===== src/rtl/core/flashlight_mode_controller_defines.svh =====
// ----------------------------------------------------------------------------
// Flashlight mode controller assertion macros
// Shared property wrappers clocked on clk_i and disabled while in reset.
// ----------------------------------------------------------------------------
`ifndef FLASHLIGHT_MODE_CONTROLLER_DEFINES_SVH
`define FLASHLIGHT_MODE_CONTROLLER_DEFINES_SVH

// Same-cycle implication
`define FMC_ASSERT_NOW(label, ante, cons, msg) \
  label: assert property (@(posedge clk_i) disable iff (!rst_ni) (ante) |-> (cons)) \
    else $error(msg);

// Next-cycle implication
`define FMC_ASSERT_NEXT(label, ante, cons, msg) \
  label: assert property (@(posedge clk_i) disable iff (!rst_ni) (ante) |=> (cons)) \
    else $error(msg);

`endif


===== src/rtl/core/fmc_pkg.sv =====
// ----------------------------------------------------------------------------
// Flashlight mode controller package
// Mode codes, register indexes, reset values, shared types and the duty lookup.
// ----------------------------------------------------------------------------
`default_nettype none

package fmc_pkg;

  // Light modes in advance order
  typedef enum logic [1:0] {
    MODE_HIGH   = 2'd0,
    MODE_MEDIUM = 2'd1,
    MODE_LOW    = 2'd2,
    MODE_OFF    = 2'd3
  } mode_e;

  // Register indexes on the write port
  localparam int unsigned CfgAddrW = 3;
  localparam logic [CfgAddrW-1:0] REG_LOW_BATT   = 3'd0;
  localparam logic [CfgAddrW-1:0] REG_CHECK_PER  = 3'd1;
  localparam logic [CfgAddrW-1:0] REG_STABLE     = 3'd2;
  localparam logic [CfgAddrW-1:0] REG_DUTY_HIGH  = 3'd3;
  localparam logic [CfgAddrW-1:0] REG_DUTY_MED   = 3'd4;
  localparam logic [CfgAddrW-1:0] REG_DUTY_LOW   = 3'd5;

  localparam int unsigned CfgDataW = 10;
  localparam int unsigned InDataW  = 16;
  localparam int unsigned OutDataW = 16;

  // Register reset values
  localparam logic [7:0] RST_LOW_BATT  = 8'd87;
  localparam logic [9:0] RST_CHECK_PER = 10'd100;
  localparam logic [7:0] RST_STABLE    = 8'd10;
  localparam logic [7:0] RST_DUTY_HIGH = 8'd255;
  localparam logic [7:0] RST_DUTY_MED  = 8'd25;
  localparam logic [7:0] RST_DUTY_LOW  = 8'd1;

  // Debouncer: previous sample code meaning no sample yet
  localparam logic [1:0] SAMPLE_NONE = 2'd3;

  typedef struct packed {
    logic [7:0] low_batt;
    logic [9:0] check_per;
    logic [7:0] stable;
    logic [7:0] duty_high;
    logic [7:0] duty_med;
    logic [7:0] duty_low;
  } cfg_t;

  // Debouncer status toward the mode logic and the result word
  typedef struct packed {
    logic fresh_press;
    logic held;
  } dbnc_t;

  function automatic logic [7:0] duty_of(mode_e mode, cfg_t cfg);
    logic [7:0] duty;
    case (mode)
      MODE_HIGH:   duty = cfg.duty_high;
      MODE_MEDIUM: duty = cfg.duty_med;
      MODE_LOW:    duty = cfg.duty_low;
      default:     duty = 8'd0;
    endcase
    return duty;
  endfunction

endpackage

`default_nettype wire


===== src/rtl/core/flashlight_mode_controller.sv =====
// ----------------------------------------------------------------------------
// Flashlight mode controller
// One tick word in, one result word out: debounced switch, mode and PWM duty.
// ----------------------------------------------------------------------------
// Each accepted input word is one 1 ms tick. The tick is processed in the
// cycle it is accepted and its result lands in a single output register, so
// the block takes one word per clock unless the output stalls, which holds
// the input off. s_axis_tready is high whenever the output register is empty
// or its word is taken in the same cycle. Registers must be written through
// cfg_we_i / cfg_addr_i / cfg_data_i only while no tick is in flight; the
// block does not enforce this. Writes to indexes above five are dropped.
`default_nettype none

module flashlight_mode_controller (
  input  wire logic                            clk_i,
  input  wire logic                            rst_ni,
  // tick word in
  input  wire logic                            s_axis_tvalid,
  output logic                                 s_axis_tready,
  input  wire logic [fmc_pkg::InDataW-1:0]     s_axis_tdata,   // [0] switch_level,
                                                               // [8:1] battery_reading
  // result word out
  output logic                                 m_axis_tvalid,
  input  wire logic                            m_axis_tready,
  output logic [fmc_pkg::OutDataW-1:0]         m_axis_tdata,   // [7:0] pwm_duty,
                                                               // [9:8] mode_now,
                                                               // [10] switch_held
  // register write port
  input  wire logic                            cfg_we_i,
  input  wire logic [fmc_pkg::CfgAddrW-1:0]    cfg_addr_i,
  input  wire logic [fmc_pkg::CfgDataW-1:0]    cfg_data_i
);
  import fmc_pkg::*;

  `include "flashlight_mode_controller_defines.svh"

  cfg_t                cfg_q;
  dbnc_t               dbnc;
  mode_e               mode_next;
  mode_e               mode_cur;
  logic                step;
  logic                out_valid_q;
  logic [OutDataW-1:0] out_data_q, out_data_d;

  // Register file
  always_ff @(posedge clk_i or negedge rst_ni) begin
    if (!rst_ni) begin
      cfg_q.low_batt  <= RST_LOW_BATT;
      cfg_q.check_per <= RST_CHECK_PER;
      cfg_q.stable    <= RST_STABLE;
      cfg_q.duty_high <= RST_DUTY_HIGH;
      cfg_q.duty_med  <= RST_DUTY_MED;
      cfg_q.duty_low  <= RST_DUTY_LOW;
    end else if (cfg_we_i) begin
      case (cfg_addr_i)
        REG_LOW_BATT:  cfg_q.low_batt  <= cfg_data_i[7:0];
        REG_CHECK_PER: cfg_q.check_per <= cfg_data_i;
        REG_STABLE:    cfg_q.stable    <= cfg_data_i[7:0];
        REG_DUTY_HIGH: cfg_q.duty_high <= cfg_data_i[7:0];
        REG_DUTY_MED:  cfg_q.duty_med  <= cfg_data_i[7:0];
        REG_DUTY_LOW:  cfg_q.duty_low  <= cfg_data_i[7:0];
        default: ;
      endcase
    end
  end

  // Tick handshake
  assign s_axis_tready = ~out_valid_q | m_axis_tready;
  assign step          = s_axis_tvalid & s_axis_tready;

  fmc_debounce u_debounce (
    .clk_i    (clk_i),
    .rst_ni   (rst_ni),
    .step_i   (step),
    .level_i  (s_axis_tdata[0]),
    .stable_i (cfg_q.stable),
    .status_o (dbnc)
  );

  fmc_mode u_mode (
    .clk_i         (clk_i),
    .rst_ni        (rst_ni),
    .step_i        (step),
    .fresh_press_i (dbnc.fresh_press),
    .reading_i     (s_axis_tdata[8:1]),
    .cfg_i         (cfg_q),
    .mode_next_o   (mode_next),
    .mode_o        (mode_cur)
  );

  // Result word
  assign out_data_d = {5'd0, dbnc.held, mode_next, duty_of(mode_next, cfg_q)};

  always_ff @(posedge clk_i or negedge rst_ni) begin
    if (!rst_ni) begin
      out_valid_q <= 1'b0;
    end else if (s_axis_tready) begin
      out_valid_q <= s_axis_tvalid;
    end
  end

  always_ff @(posedge clk_i) begin
    if (step) begin
      out_data_q <= out_data_d;
    end
  end

  assign m_axis_tvalid = out_valid_q;
  assign m_axis_tdata  = out_data_q;

  // Checks
  `FMC_ASSERT_NOW(a_off_dark, m_axis_tvalid && m_axis_tdata[9:8] == MODE_OFF,
                  m_axis_tdata[7:0] == 8'd0, "off mode shows nonzero duty")
  `FMC_ASSERT_NEXT(a_tick_lands, step, m_axis_tvalid, "accepted tick produced no result")
  `FMC_ASSERT_NEXT(a_mode_idle, !step, $stable(mode_cur), "mode changed without a tick")
  `FMC_ASSERT_NEXT(a_mode_match, step, m_axis_tdata[9:8] == mode_cur,
                   "result mode differs from mode register")

endmodule

`default_nettype wire


===== src/rtl/core/fmc_debounce.sv =====
// ----------------------------------------------------------------------------
// Flashlight switch debouncer
// Accepts a switch level after a run of equal samples; flags a new press.
// ----------------------------------------------------------------------------
`default_nettype none

module fmc_debounce (
  input  wire logic         clk_i,
  input  wire logic         rst_ni,
  input  wire logic         step_i,      // one tick accepted
  input  wire logic         level_i,     // raw level, 0 pressed
  input  wire logic [7:0]   stable_i,
  output fmc_pkg::dbnc_t    status_o     // status after this tick
);
  import fmc_pkg::*;

  logic [7:0] run_q, run_d;
  logic [1:0] prev_q, prev_d;
  logic       held_q, held_d;
  logic       fresh_press;
  logic [7:0] run_dec;

  // Run count and accepted level
  always_comb begin
    run_dec     = run_q - 8'd1;
    run_d       = run_q;
    prev_d      = prev_q;
    held_d      = held_q;
    fresh_press = 1'b0;
    if ({1'b0, level_i} == prev_q) begin
      run_d = run_dec;
      if (run_dec == 8'd0) begin
        run_d = stable_i;
        if (level_i) begin
          held_d = 1'b0;
        end else begin
          fresh_press = ~held_q;
          held_d      = 1'b1;
        end
      end
    end else begin
      run_d  = stable_i;
      prev_d = {1'b0, level_i};
    end
  end

  always_ff @(posedge clk_i or negedge rst_ni) begin
    if (!rst_ni) begin
      run_q  <= RST_STABLE;
      prev_q <= SAMPLE_NONE;
      held_q <= 1'b0;
    end else if (step_i) begin
      run_q  <= run_d;
      prev_q <= prev_d;
      held_q <= held_d;
    end
  end

  assign status_o.fresh_press = fresh_press;
  assign status_o.held        = held_d;

endmodule

`default_nettype wire


===== src/rtl/core/fmc_mode.sv =====
// ----------------------------------------------------------------------------
// Flashlight mode sequencer
// Battery check period counter, low-battery step down and press advance.
// ----------------------------------------------------------------------------
`default_nettype none

module fmc_mode (
  input  wire logic           clk_i,
  input  wire logic           rst_ni,
  input  wire logic           step_i,
  input  wire logic           fresh_press_i,
  input  wire logic [7:0]     reading_i,
  input  wire fmc_pkg::cfg_t  cfg_i,
  output fmc_pkg::mode_e      mode_next_o,  // mode after this tick
  output fmc_pkg::mode_e      mode_o        // registered mode
);
  import fmc_pkg::*;

  mode_e      mode_q, mode_d;
  logic [9:0] cnt_q, cnt_d;
  logic [9:0] cnt_inc;
  logic       check;

  // Period counter holds while off
  always_comb begin
    cnt_inc = cnt_q + 10'd1;
    cnt_d   = cnt_q;
    check   = 1'b0;
    if (mode_q != MODE_OFF) begin
      cnt_d = cnt_inc;
      if (cnt_inc == cfg_i.check_per) begin
        cnt_d = 10'd0;
        check = 1'b1;
      end
    end
  end

  // Step down on low battery, then advance on a new press
  always_comb begin
    mode_d = mode_q;
    if (check && mode_q == MODE_HIGH && reading_i > cfg_i.low_batt) begin
      mode_d = MODE_MEDIUM;
    end
    if (fresh_press_i) begin
      mode_d = mode_e'(mode_d + 2'd1);
    end
  end

  always_ff @(posedge clk_i or negedge rst_ni) begin
    if (!rst_ni) begin
      mode_q <= MODE_HIGH;
      cnt_q  <= 10'd0;
    end else if (step_i) begin
      mode_q <= mode_d;
      cnt_q  <= cnt_d;
    end
  end

  assign mode_next_o = mode_d;
  assign mode_o      = mode_q;

endmodule

`default_nettype wire

===== config.mk =====
export PLATFORM = sky130hd
export DESIGN_NAME = flashlight_mode_controller
export DESIGN_NICKNAME = d
export VERILOG_FILES = /design/src/rtl/core/fmc_pkg.sv /design/src/rtl/core/flashlight_mode_controller.sv /design/src/rtl/core/fmc_debounce.sv /design/src/rtl/core/fmc_mode.sv
export VERILOG_INCLUDE_DIRS = /design/src /design/src/rtl/core
export SDC_FILE = /design/constraint.sdc
export NUM_CORES = 1
export LEC_CHECK = 0
export BUFFER_PORTS_ARGS = -buffer_cell sky130_fd_sc_hd__buf_2
export CORE_MARGIN = 4
export CORE_UTILIZATION = 40
export DETAILED_ROUTE_END_ITERATION = 6
export PLACE_DENSITY = 0.67
export REMOVE_ABC_BUFFERS = 1
export SYNTH_ARGS = -nofsm -noshare
export SYNTH_HDL_FRONTEND = slang
export SYNTH_HIERARCHICAL = 1
export SYNTH_SLANG_ARGS = --single-unit

===== constraint.sdc =====
create_clock -name clk_i -period 4.2 [get_ports clk_i]
set_input_delay 0.21 -clock clk_i [delete_from_list [all_inputs] [get_ports clk_i]]
set_output_delay 0.21 -clock clk_i [all_outputs]
set_load 0.05 [all_outputs]

==> impl_metrics.toml, run 1 <==
[status]
outcome = "finished clean"

[routing]
antenna_left = 0
wl_per_cell_um = 15.7
drc = 0
drt_iter0_drc = 135
wl_um = 8910
viasPerCell = 5.33
dr.pass1.iters = 4
via_count = 3024

[place]
hpwl_um = 6420
gp_congestion = 0.832
portBuffers = 39
dpl_cell_area_mm2 = 0.00479

[cells_and_area]
antenna_cells = 0
fin_nets = 467
fin_area_mm2 = 0.00497
fillers = 965
final_common_cell = "mux2_2"
layout_common_cells = "mux2_2 (52), dfrtp_1 (48), buf_2 (39)"
drive_above_1_share_pct = 35.8
syn2layout_area_growth_pct = 12.1
multi_input_area_mm2 = 0.00207
ff_latch_area_mm2 = 0.00221

[sta]
rsz0062_at_grt = "no"
max_freq_ghz = 0.284
period_needed_ns = 3.52
skew_ns = 0.0114
slew_violations = 0
holdWs_ns = 0.0727
relSlewSlack_pct = 44.0
finalCritPeriodShare_pct = 83.9
hold_viol_final = 0
setup_violations = 0
finalSetupTns_ns = 0
tightest_slew_ns = 0.840

[global_routing]
grt_max_degree = 39
grt_pass1_vias = 2983
grt-ovfl-total = 0
grt_first_pass_wirelength_um = 15000
antenna_found_initial = 0
gr-usage-all-layers_pct = 14.7

[setup_path]
path_class = "flip-flop to flip-flop"
crit_slowest_cell = "nor4b_1"
cp-end-kind = "flip-flop"
crit_buf_inv = 3
r2r-end = "m_axis_tdata[4]$_DFFE_PP_"
reg2regPathDepth = 13
required_ns = 4.30
crit_chain = "inv_1, ha_1, nor4b_1, xnor2_1, a31o_4, nand3b_1, nor3_1, buf_4, nor2b_1, a22o_1, buf_4, mux2i_1, o2bb2ai_1"
r2r_slack_ns = 0.68
startpoint_type = "flip-flop"
cpPeakStageDelay_ns = 0.64
cpMostUsedCell = "buf_4"
critPathTopFamily = "simple AND/OR/NAND/NOR gates"
timing.rr.start = "u_debounce/run_q[0]$_DFFE_PN0P_"
cp_max_fo = 7
worstPathArrival_ns = 3.63

[yosys]
syn_inst = 378
synth_cell_types = 61
seq_area_frac_synth_pct = 49.9
synth.avg_cell_area_um2 = 11.7
synth-edff-count = 11
async_flop_share_pct = 87.1
synth_top_flop_cell = "dfrtp_1"
synth.top_cell.area_share_pct = 27.1
synth_area_leader_cell = "dfrtp_1"
yosys_warnings = 6
synth_seq_cells = 85
synthTopCellsByArea = "dfrtp_1 (27%), dfstp_2 (15%), mux2_2 (13%)"
netlist_area_mm2 = 0.00444

[floorplanning]
die_y_um = 113
die_area_mm2 = 0.0128
pin_count = 52
die_w_um = 113
num_rows = 38
start_util_pct = 40.9
core-area_mm2 = 0.0108

[pwr]
power_w = 0.00240
combPwrFrac_pct = 27.7
p_int_w = 0.00159
power.share.clock_pct = 21.5
p_leak_nw = 2.06
switching_share_pct = 33.7
p_switching_w = 0.000808
powerDensity_mw_per_mm2 = 482
sequentialPowerShare_pct = 50.8
vdd_drop_max_v = 0.000261

[clocking]
clock-sinks = 85
cts_max_path_buffers = 2
worstSkewPairLatency_ns = 0.35
clk_pin_slew_worst_paths_ns = 0.09
tritoncts = "yes"
cts-htree-levels = 3
cts_setup_buffers = 0
clockRootBuffer = "clkbuf_8"
cts_buffers = 9

[worst_hold_path]
hold_path.startpoint = "s_axis_tvalid"
hold_depth = 2
hold-path-endpoint = "m_axis_tvalid$_DFFE_PN0P_"
hold_path.class = "input port to flip-flop"

[flow_run]
maxCapViolCount = 0
-- registers in the layout, indices dropped and copies added (netlist names) --
signal	cells
m_axis_tvalid	1
u_debounce/prev_q	2
u_debounce/held_q	1
u_debounce/run_q	8
u_mode/cnt_q	10
u_mode/mode_o	2
m_axis_tdata	11
cfg_q	50
-- routing by layer --
layer	wire length, µm	vias to the layer above	part of all wire, %	global-route usage (%)
li1	-	1451	-	-
met1	4180	1505	47	19.7
met2	4300	62	48	24.1
met3	346	6	3.9	3.64
met4	88	0	0.99	3.69
met5	0	-	0	0
-- power groups by stage --
stage / Clock (W) / Combinational (W) / Sequential [W]
floorplan: 0 / 0.000484 / 0.00124
global placement: 0 / 0.000643 / 0.00122
detailed placement: 0 / 0.000665 / 0.00124
CTS: 0.000535 / 0.000668 / 0.00122
global route: 0.000570 / 0.000744 / 0.00125
finish: 0.000516 / 0.000664 / 0.00122
-- cell families after synthesis --
logic type,Yosys count,synth area share [%]
buffers and inverters,37,3.98
AO/OA/AOI/OAI,71,11.7
XOR/XNOR,18,3.55
flip-flops,85,49.9
multiplexers,63,15.7
AND/OR/NAND/NOR,92,12.0
other,1,0.0845
adder cells (fa/ha/maj),11,3.10
-- stage by stage --
step,util [%],setup slack (ns),instances
4_1_cts,45.9,0.698,567
3_5_place_dp,44.2,0.717,550
6_report,45.9,0.675,567
2_1_floorplan,-,0.747,361
3_3_place_gp,44.2,0.813,550
5_1_grt,45.9,0.375,567
-- cells in the mapped netlist (9+ instances only) --
| library cell | number |
|---|---|
| dfrtp_1 | 48 |
| nor2_1 | 14 |
| inv_1 | 16 |
| o21ai_0 | 20 |
| a21oi_1 | 9 |
| xnor2_1 | 11 |
| nand2_1 | 22 |
| edfxtp_1 | 11 |
| ha_1 | 11 |
| dfstp_2 | 26 |
| mux2_2 | 52 |
| mux2i_1 | 11 |
-- layout make-up --
type	instances	area share [%]
flip-flops and latches	85	44.5
multi-input cells	260	41.6
repair buffers	50	5.64
well taps	140	3.52
clock buffers	9	2.49
inverters	16	1.21
clock inverters	7	1.03
-- worst reg2reg max path, stage by stage, from the launching register on --
cell and delay, ns:
dfrtp_1 0.43, inv_1 0.08, ha_1 0.24, nor4b_1 0.64, xnor2_1 0.21, a31o_4 0.23
nand3b_1 0.12, nor3_1 0.17, buf_4 0.18, nor2b_1 0.13, a22o_1 0.31, buf_4 0.24
mux2i_1 0.21, o2bb2ai_1 0.10
-- how the worst max path moves through the flow --
stage          slack (ns)                         to  cells after the start                       startpoint
2_1_floorplan        0.75  m_axis_tdata[0]$_DFFE_PP_                     10      u_mode/cnt_q[0]$_DFFE_PN0P_
5_1_grt              0.38  m_axis_tdata[4]$_DFFE_PP_                     13  u_debounce/run_q[0]$_DFFE_PN0P_
4_1_cts              0.70  m_axis_tdata[4]$_DFFE_PP_                     13  u_debounce/run_q[0]$_DFFE_PN0P_
3_5_place_dp         0.72  m_axis_tdata[4]$_DFFE_PP_                     13  u_debounce/run_q[0]$_DFFE_PN0P_
6_report             0.68  m_axis_tdata[4]$_DFFE_PP_                     13  u_debounce/run_q[0]$_DFFE_PN0P_
3_3_place_gp         0.81  m_axis_tdata[4]$_DFFE_PP_                     13  u_debounce/run_q[0]$_DFFE_PN0P_
-- what timing repair did --
item | in CTS | in global routing
hold buffers | 1 | 0
gates resized for setup | 0 | 0
hold endpoints to repair | 20 | 0
Note: power is estimated with default switching activity, not from simulation.
==> inputs of run 2 (changes only) <==
Settings changed: ABC_AREA from default to 1, PLACE_DENSITY 0.67 to 0.69.
Clock period 4.2 ns to 3.1 ns, I/O delays scaled along.
==> run 2 against run 1 <==
Net effect:
- clock skew shrank 0.0060 ns
- worst hold slack lost 0.049 ns
- final area grew 6.9%
- utilization grew 0.89 points
- sequential share of layout area shrank 2.9 points
- sequential power grew 30%
==> impl_metrics.toml, run 2 <==
[yosys]
netlist_area_mm2 = 0.00464
yosys_warnings = 6
synth.avg_cell_area_um2 = 8.25
synth_common_cells = "nand2_1 (201), inv_1 (54), dfrtp_1 (48)"
async_flop_share_pct = 87.1
synthTopCellsByArea = "dfrtp_1 (26%), nand2_1 (16%), dfstp_2 (15%)"
yosysMostFrequentCell = "nand2_1"
synth_seq_cells = 85
synth_top_flop_cell = "dfrtp_1"
synth-edff-count = 11
synth_area_leader_cell = "dfrtp_1"
seq_area_frac_synth_pct = 47.8
synth_cell_types = 37
syn_inst = 562
synth.top_cell.area_share_pct = 25.9

[clocking]
clockRootBuffer = "clkbuf_16"
clk_pin_slew_worst_paths_ns = 0.06
worstSkewPairLatency_ns = 0.33
tritoncts = "yes"
clock-sinks = 85
cts-htree-levels = 3
cts_max_path_buffers = 2
cts_buffers = 9

[sta]
tightest_slew_ns = 0.889
setup_ws_ns = 0.270
skew_ns = 0.00545
finalCritPeriodShare_pct = 91.3
rsz0062_at_grt = "no"
slew_violations = 0
hold_viol_final = 0
setup_violations = 0
relSlewSlack_pct = 40.7
max_freq_ghz = 0.353
period_needed_ns = 2.83

[routing]
drc = 0
via_count = 3716
viasPerCell = 4.94
drt_iter0_drc = 147
antenna_left = 0
wl_per_cell_um = 13.5
wl_um = 10100
dr.pass1.iters = 5

[global_routing]
grt_pass1_vias = 3676
grt-ovfl-total = 0
gr-usage-all-layers_pct = 15.7
grt_first_pass_wirelength_um = 16900
antenna_found_initial = 0
grt_max_degree = 39

[pwr]
vdd_drop_max_v = 0.000372
powerDensity_mw_per_mm2 = 706
p_leak_nw = 2.57

[worst_hold_path]
hold_path.class = "input port to flip-flop"
hold-path-endpoint = "cfg_q[40]$_DFFE_PN0P_"
hold_depth = 3
hold_path.startpoint = "cfg_data_i[8]"

[cells_and_area]
largest_reg_flops = 50
fin_area_mm2 = 0.00532
regMostFlops = "cfg_q"
final_core_util_pct = 46.8
antenna_cells = 0
final_common_cell = "nand2_1"
syn2layout_area_growth_pct = 14.7
fin_nets = 649
layout_common_cells = "nand2_1 (201), inv_1 (54), dfrtp_1 (48)"
drive_above_1_share_pct = 25.1

[place]
hpwl_um = 7490
dpl_cell_area_mm2 = 0.00495
portBuffers = 39
gp_congestion = 0.843
pre_cts_ws_ns = 0.0346

[setup_path]
worstPathArrival_ns = 3.02
cp-end-kind = "flip-flop"
r2r-end = "m_axis_tdata[4]$_DFFE_PP_"
timing.rr.start = "u_debounce/run_q[0]$_DFFE_PN0P_"
reg2regPathDepth = 16
path_class = "flip-flop to flip-flop"
r2r_slack_ns = 0.27
required_ns = 3.29
cp_max_fo = 8
startpoint_type = "flip-flop"

[status]
outcome = "finished clean"

[floorplanning]
num_rows = 39
die_y_um = 116
pin_count = 52
start_util_pct = 40.8
die_w_um = 116
die_area_mm2 = 0.0134
core-area_mm2 = 0.0114

[flow_run]
maxCapViolCount = 0
==> run 2: changes by cell type after synthesis, moves of 17 or more <==
cell and change:
nor2_1 +17, nand3_1 +21, nand2_2 +20, mux2_2 -52, inv_1 +38, nand2_1 +179, nand4_1 +20
==> run 2: cells by family (layout without fill, tap and decap cells) <==
kind of cell / count (synthesis) / in the layout / synth area share [%]
buf+inv: 76 / 119 / 7.56
compound gates: 55 / 55 / 7.80
fa+ha+maj: 11 / 11 / 2.97
xor+xnor: 1 / 1 / 0.351
simple gates: 333 / 333 / 33.5
flops: 85 / 85 / 47.8
other cells: 1 / 5 / 0.0809
==> run 2: what timing repair did <==
action	4_1_cts	5_1_grt
hold buffers	1	0
endpoints found under the hold margin	25	0
setup buffers	0	0
resized for setup	1	7
endpoints found under the setup margin	3	8
==> run 2: worst max-delay path by stage <==
stage,start,to,slack (ns),depth (start not counted)
global placement,u_debounce/run_q[1]$_DFFE_PN1P_,m_axis_tdata[7]$_DFFE_PP_,0.15,18
global route,u_debounce/run_q[0]$_DFFE_PN0P_,m_axis_tdata[2]$_DFFE_PP_,0.03,16
CTS,u_debounce/run_q[1]$_DFFE_PN1P_,m_axis_tdata[4]$_DFFE_PP_,0.02,18
detailed placement,u_debounce/run_q[1]$_DFFE_PN1P_,m_axis_tdata[5]$_DFFE_PP_,0.03,18
floorplan,m_axis_tvalid$_DFFE_PN0P_,u_mode/cnt_q[2]$_DFFE_PN0P_,-0.02,3
finish,u_debounce/run_q[0]$_DFFE_PN0P_,m_axis_tdata[4]$_DFFE_PP_,0.27,16
==> run 2: per-stage QoR <==
step	hold WS, ns	TNS, ns	cells	power, W
after detailed placement	0.326	0	735	0.00259
after floorplan	-0.141	-0.112	548	0.00231
after CTS	0.0124	0	752	0.00376
after global routing	0.0326	0	752	0.00398
final	0.0240	0	752	0.00375
after global placement	0.316	0	735	0.00255
==> run 2: final cells by class <==
cell class / count / area [µm²]
Clock buffer: 9 / 225
Clock inverter: 7 / 97.6
Fill cell: 1094 / 6050
Inverter: 58 / 218
Multi-Input combinational cell: 405 / 2130
Sequential cell: 85 / 2210
Tap cell: 143 / 179
Timing Repair Buffer: 45 / 255
==> run 2: metal layers <==
layer  track usage (%)  share of wire (%)  vias up
met5                 0                  0        -
met4              6.19                1.7        0
met3              2.77                4.4       14
met2              27.0                 50       72
met1              19.8                 44     1754
li1                  -                  -     1876
==> run 2: report_power, final <==
group / leakage, nW / internal, W / switching, W
logic: 1.43 / 0.000352 / 0.000673
clock network: 0.154 / 0.000710 / 0.000439
registers: 0.986 / 0.00141 / 0.000170
total: 2.57 / 0.00247 / 0.00128
==> run 2: critical path, stage by stage (launching register included) <==
cell and delay, ns:
dfrtp_1 0.40, inv_1 0.09, ha_1 0.17, inv_1 0.07, nor2_2 0.15, nand2_1 0.12
o21ai_1 0.15, nand2_1 0.14, nor2_4 0.15, nand4_1 0.13, nor2_1 0.13, buf_4 0.15
nand2_2 0.10, and2_2 0.23, nor2_2 0.31, nand2_1 0.11, nand3_1 0.11
==> inputs of run 3 (changes only) <==
Settings changed: ABC_AREA 1 to 0, CORE_UTILIZATION 40 to 30, PLACE_DENSITY 0.69 to 0.57.
==> run 3 against run 2 <==
Net effect:
- via count is 17% lower
- clock skew is 0.00060 ns higher
- die area is 26% higher
- largest cell class unchanged
- count of clock-buffer cells in the layout is 3 higher
- largest power group unchanged
- worst setup slack worse by 0.11 ns
- critical path depth is 5 lower
- wire length is 1.2% lower
==> impl_metrics.toml, run 3 (synthesis gave the netlist of run 1 again) <==
[sta]
finalCritPeriodShare_pct = 94.8
tightest_slew_ns = 0.944
slew_violations = 0
period_needed_ns = 2.94
relSlewSlack_pct = 37.0
hold_viol_final = 0
skew_ns = 0.00605
holdWs_ns = 0.0163
setup_violations = 0
max_freq_ghz = 0.340
finalSetupTns_ns = 0

[cells_and_area]
fin_nets = 476
regMostFlops = "cfg_q"
antenna_cells = 0
multi_input_area_mm2 = 0.00213
ff_latch_area_mm2 = 0.00221
final_common_cell = "mux2_2"
drive_above_1_share_pct = 38.8
layout_common_cells = "mux2_2 (52), dfrtp_1 (48), buf_2 (38)"
fillers = 1467
final_core_util_pct = 36.3
syn2layout_area_growth_pct = 18.9
largest_reg_flops = 50

[place]
gp_congestion = 0.788
hpwl_um = 7150
portBuffers = 39

[routing]
viasPerCell = 4.96
via_count = 3074
wl_per_cell_um = 16.2
antenna_left = 0
drt_iter0_drc = 136
drc = 0
wl_um = 10000
dr.pass1.iters = 4

[global_routing]
grt_pass1_vias = 3125
grt_max_degree = 75
antenna_found_initial = 0
grt_first_pass_wirelength_um = 16200
grt-ovfl-total = 0
gr-usage-all-layers_pct = 12.5

[floorplanning]
die_y_um = 130
die_area_mm2 = 0.0168
start_util_pct = 30.5
num_rows = 44
core-area_mm2 = 0.0145
pin_count = 52
die_w_um = 130

[setup_path]
path_class = "flip-flop to flip-flop"
worstPathArrival_ns = 3.03
timing.rr.start = "u_debounce/run_q[0]$_DFFE_PN0P_"
r2r_slack_ns = 0.16
cp-end-kind = "flip-flop"
cp-startpoint = "u_debounce/run_q[0]$_DFFE_PN0P_"
r2r-end = "m_axis_tdata[4]$_DFFE_PP_"
cp_max_fo = 7
cp-endpoint = "m_axis_tdata[4]$_DFFE_PP_"
startpoint_type = "flip-flop"
reg2regPathDepth = 11
required_ns = 3.19

[clocking]
clockRootBuffer = "clkbuf_16"
tritoncts = "yes"
worstSkewPairLatency_ns = 0.34
clk_pin_slew_worst_paths_ns = 0.06
cts_buffers = 9
cts_max_path_buffers = 2
cts_setup_buffers = 0
clock-sinks = 85
cts-htree-levels = 3

[flow_run]
maxCapViolCount = 0

[pwr]
vdd_drop_max_v = 0.000349
powerDensity_mw_per_mm2 = 705
power_w = 0.00372
p_leak_nw = 2.17

[worst_hold_path]
hold_path.class = "input port to flip-flop"

[status]
outcome = "finished clean"
==> run 3: cell count changes in the layout (fill, tap and decap cells not counted), moves of 8 or more <==
| cell | previous run | this run |
|---|---|---|
| buf_4 | 4 | 19 |
| inv_1 | 54 | 16 |
| mux2_2 | 0 | 52 |
| mux2i_1 | 0 | 11 |
| nand2_1 | 201 | 22 |
| nand2_2 | 20 | 0 |
| nand3_1 | 26 | 5 |
| nand4_1 | 24 | 4 |
| nor2_1 | 28 | 14 |
| nor2_2 | 12 | 0 |
| o21ai_2 | 9 | 0 |
| o2bb2ai_1 | 0 | 8 |
| xnor2_1 | 0 | 11 |
==> run 3: how the worst min path moves through the flow <==
stage                   from                             to  slack [ns]  cells after the start
2_1_floorplan         rst_ni          cfg_q[10]$_DFFE_PN0P_       -0.14                      0
3_3_place_gp          rst_ni  u_debounce/held_q$_DFFE_PN0P_        0.35                      1
3_5_place_dp          rst_ni  u_debounce/held_q$_DFFE_PN0P_        0.36                      1
4_1_cts        s_axis_tvalid      m_axis_tvalid$_DFFE_PN0P_       0.008                      2
5_1_grt        s_axis_tvalid      m_axis_tvalid$_DFFE_PN0P_        0.01                      2
6_report       s_axis_tvalid      m_axis_tvalid$_DFFE_PN0P_        0.02                      2
==> run 3: metrics by stage <==
| step | area (µm²) | setup WS (ns) | std cells |
|---|---|---|---|
| 2_1_floorplan | 4340 | -0.353 | 361 |
| 3_3_place_gp | 4910 | 0.0286 | 603 |
| 3_5_place_dp | 4910 | -0.0299 | 603 |
| 4_1_cts | 5220 | 0.0192 | 620 |
| 5_1_grt | 5280 | -0.0000484 | 620 |
| 6_report | 5280 | 0.161 | 620 |
==> run 3: routing by layer <==
metal / GRT usage [%] / vias to the layer above / wire, µm
li1: - / 1483 / -
met1: 15.7 / 1531 / 4600
met2: 20.8 / 46 / 4950
met3: 2.72 / 14 / 267
met4: 5.50 / 0 / 205
met5: 0 / - / 0
==> run 3: cell type report <==
| class | count | share of cell area (%) |
|---|---|---|
| sequential | 85 | 42.0 |
| multi-input combinational | 260 | 40.4 |
| timing repair buffer | 59 | 6.71 |
| clock buffer | 12 | 4.48 |
| tap | 184 | 4.36 |
| inverter | 16 | 1.14 |
| clock inverter | 4 | 0.925 |
==> run 3: worst max-delay path, cell delays in order, from the launching register on <==
cell       delay, ns
dfrtp_1         0.45
or4_4           0.58
or2_1           0.26
a31o_4          0.28
nand3b_1        0.15
nor3_2          0.06
buf_4           0.15
nor2b_1         0.13
a22o_4          0.23
buf_4           0.16
mux2i_1         0.15
o2bb2ai_1       0.09
==> run 3: repair_timing <==
item,4_1_cts,5_1_grt
endpoints found under the setup margin,8,8
hold endpoints to repair,8,0
pin swaps,0,3
gates resized for setup,2,12
hold buffers,1,0
==> run 3: where the power goes <==
group	leakage [nW]	internal [W]	switching [W]	total [W]
clock network	0.141	0.000624	0.000431	0.00106
registers	0.957	0.00144	0.000217	0.00166
logic	1.08	0.000481	0.000528	0.00101
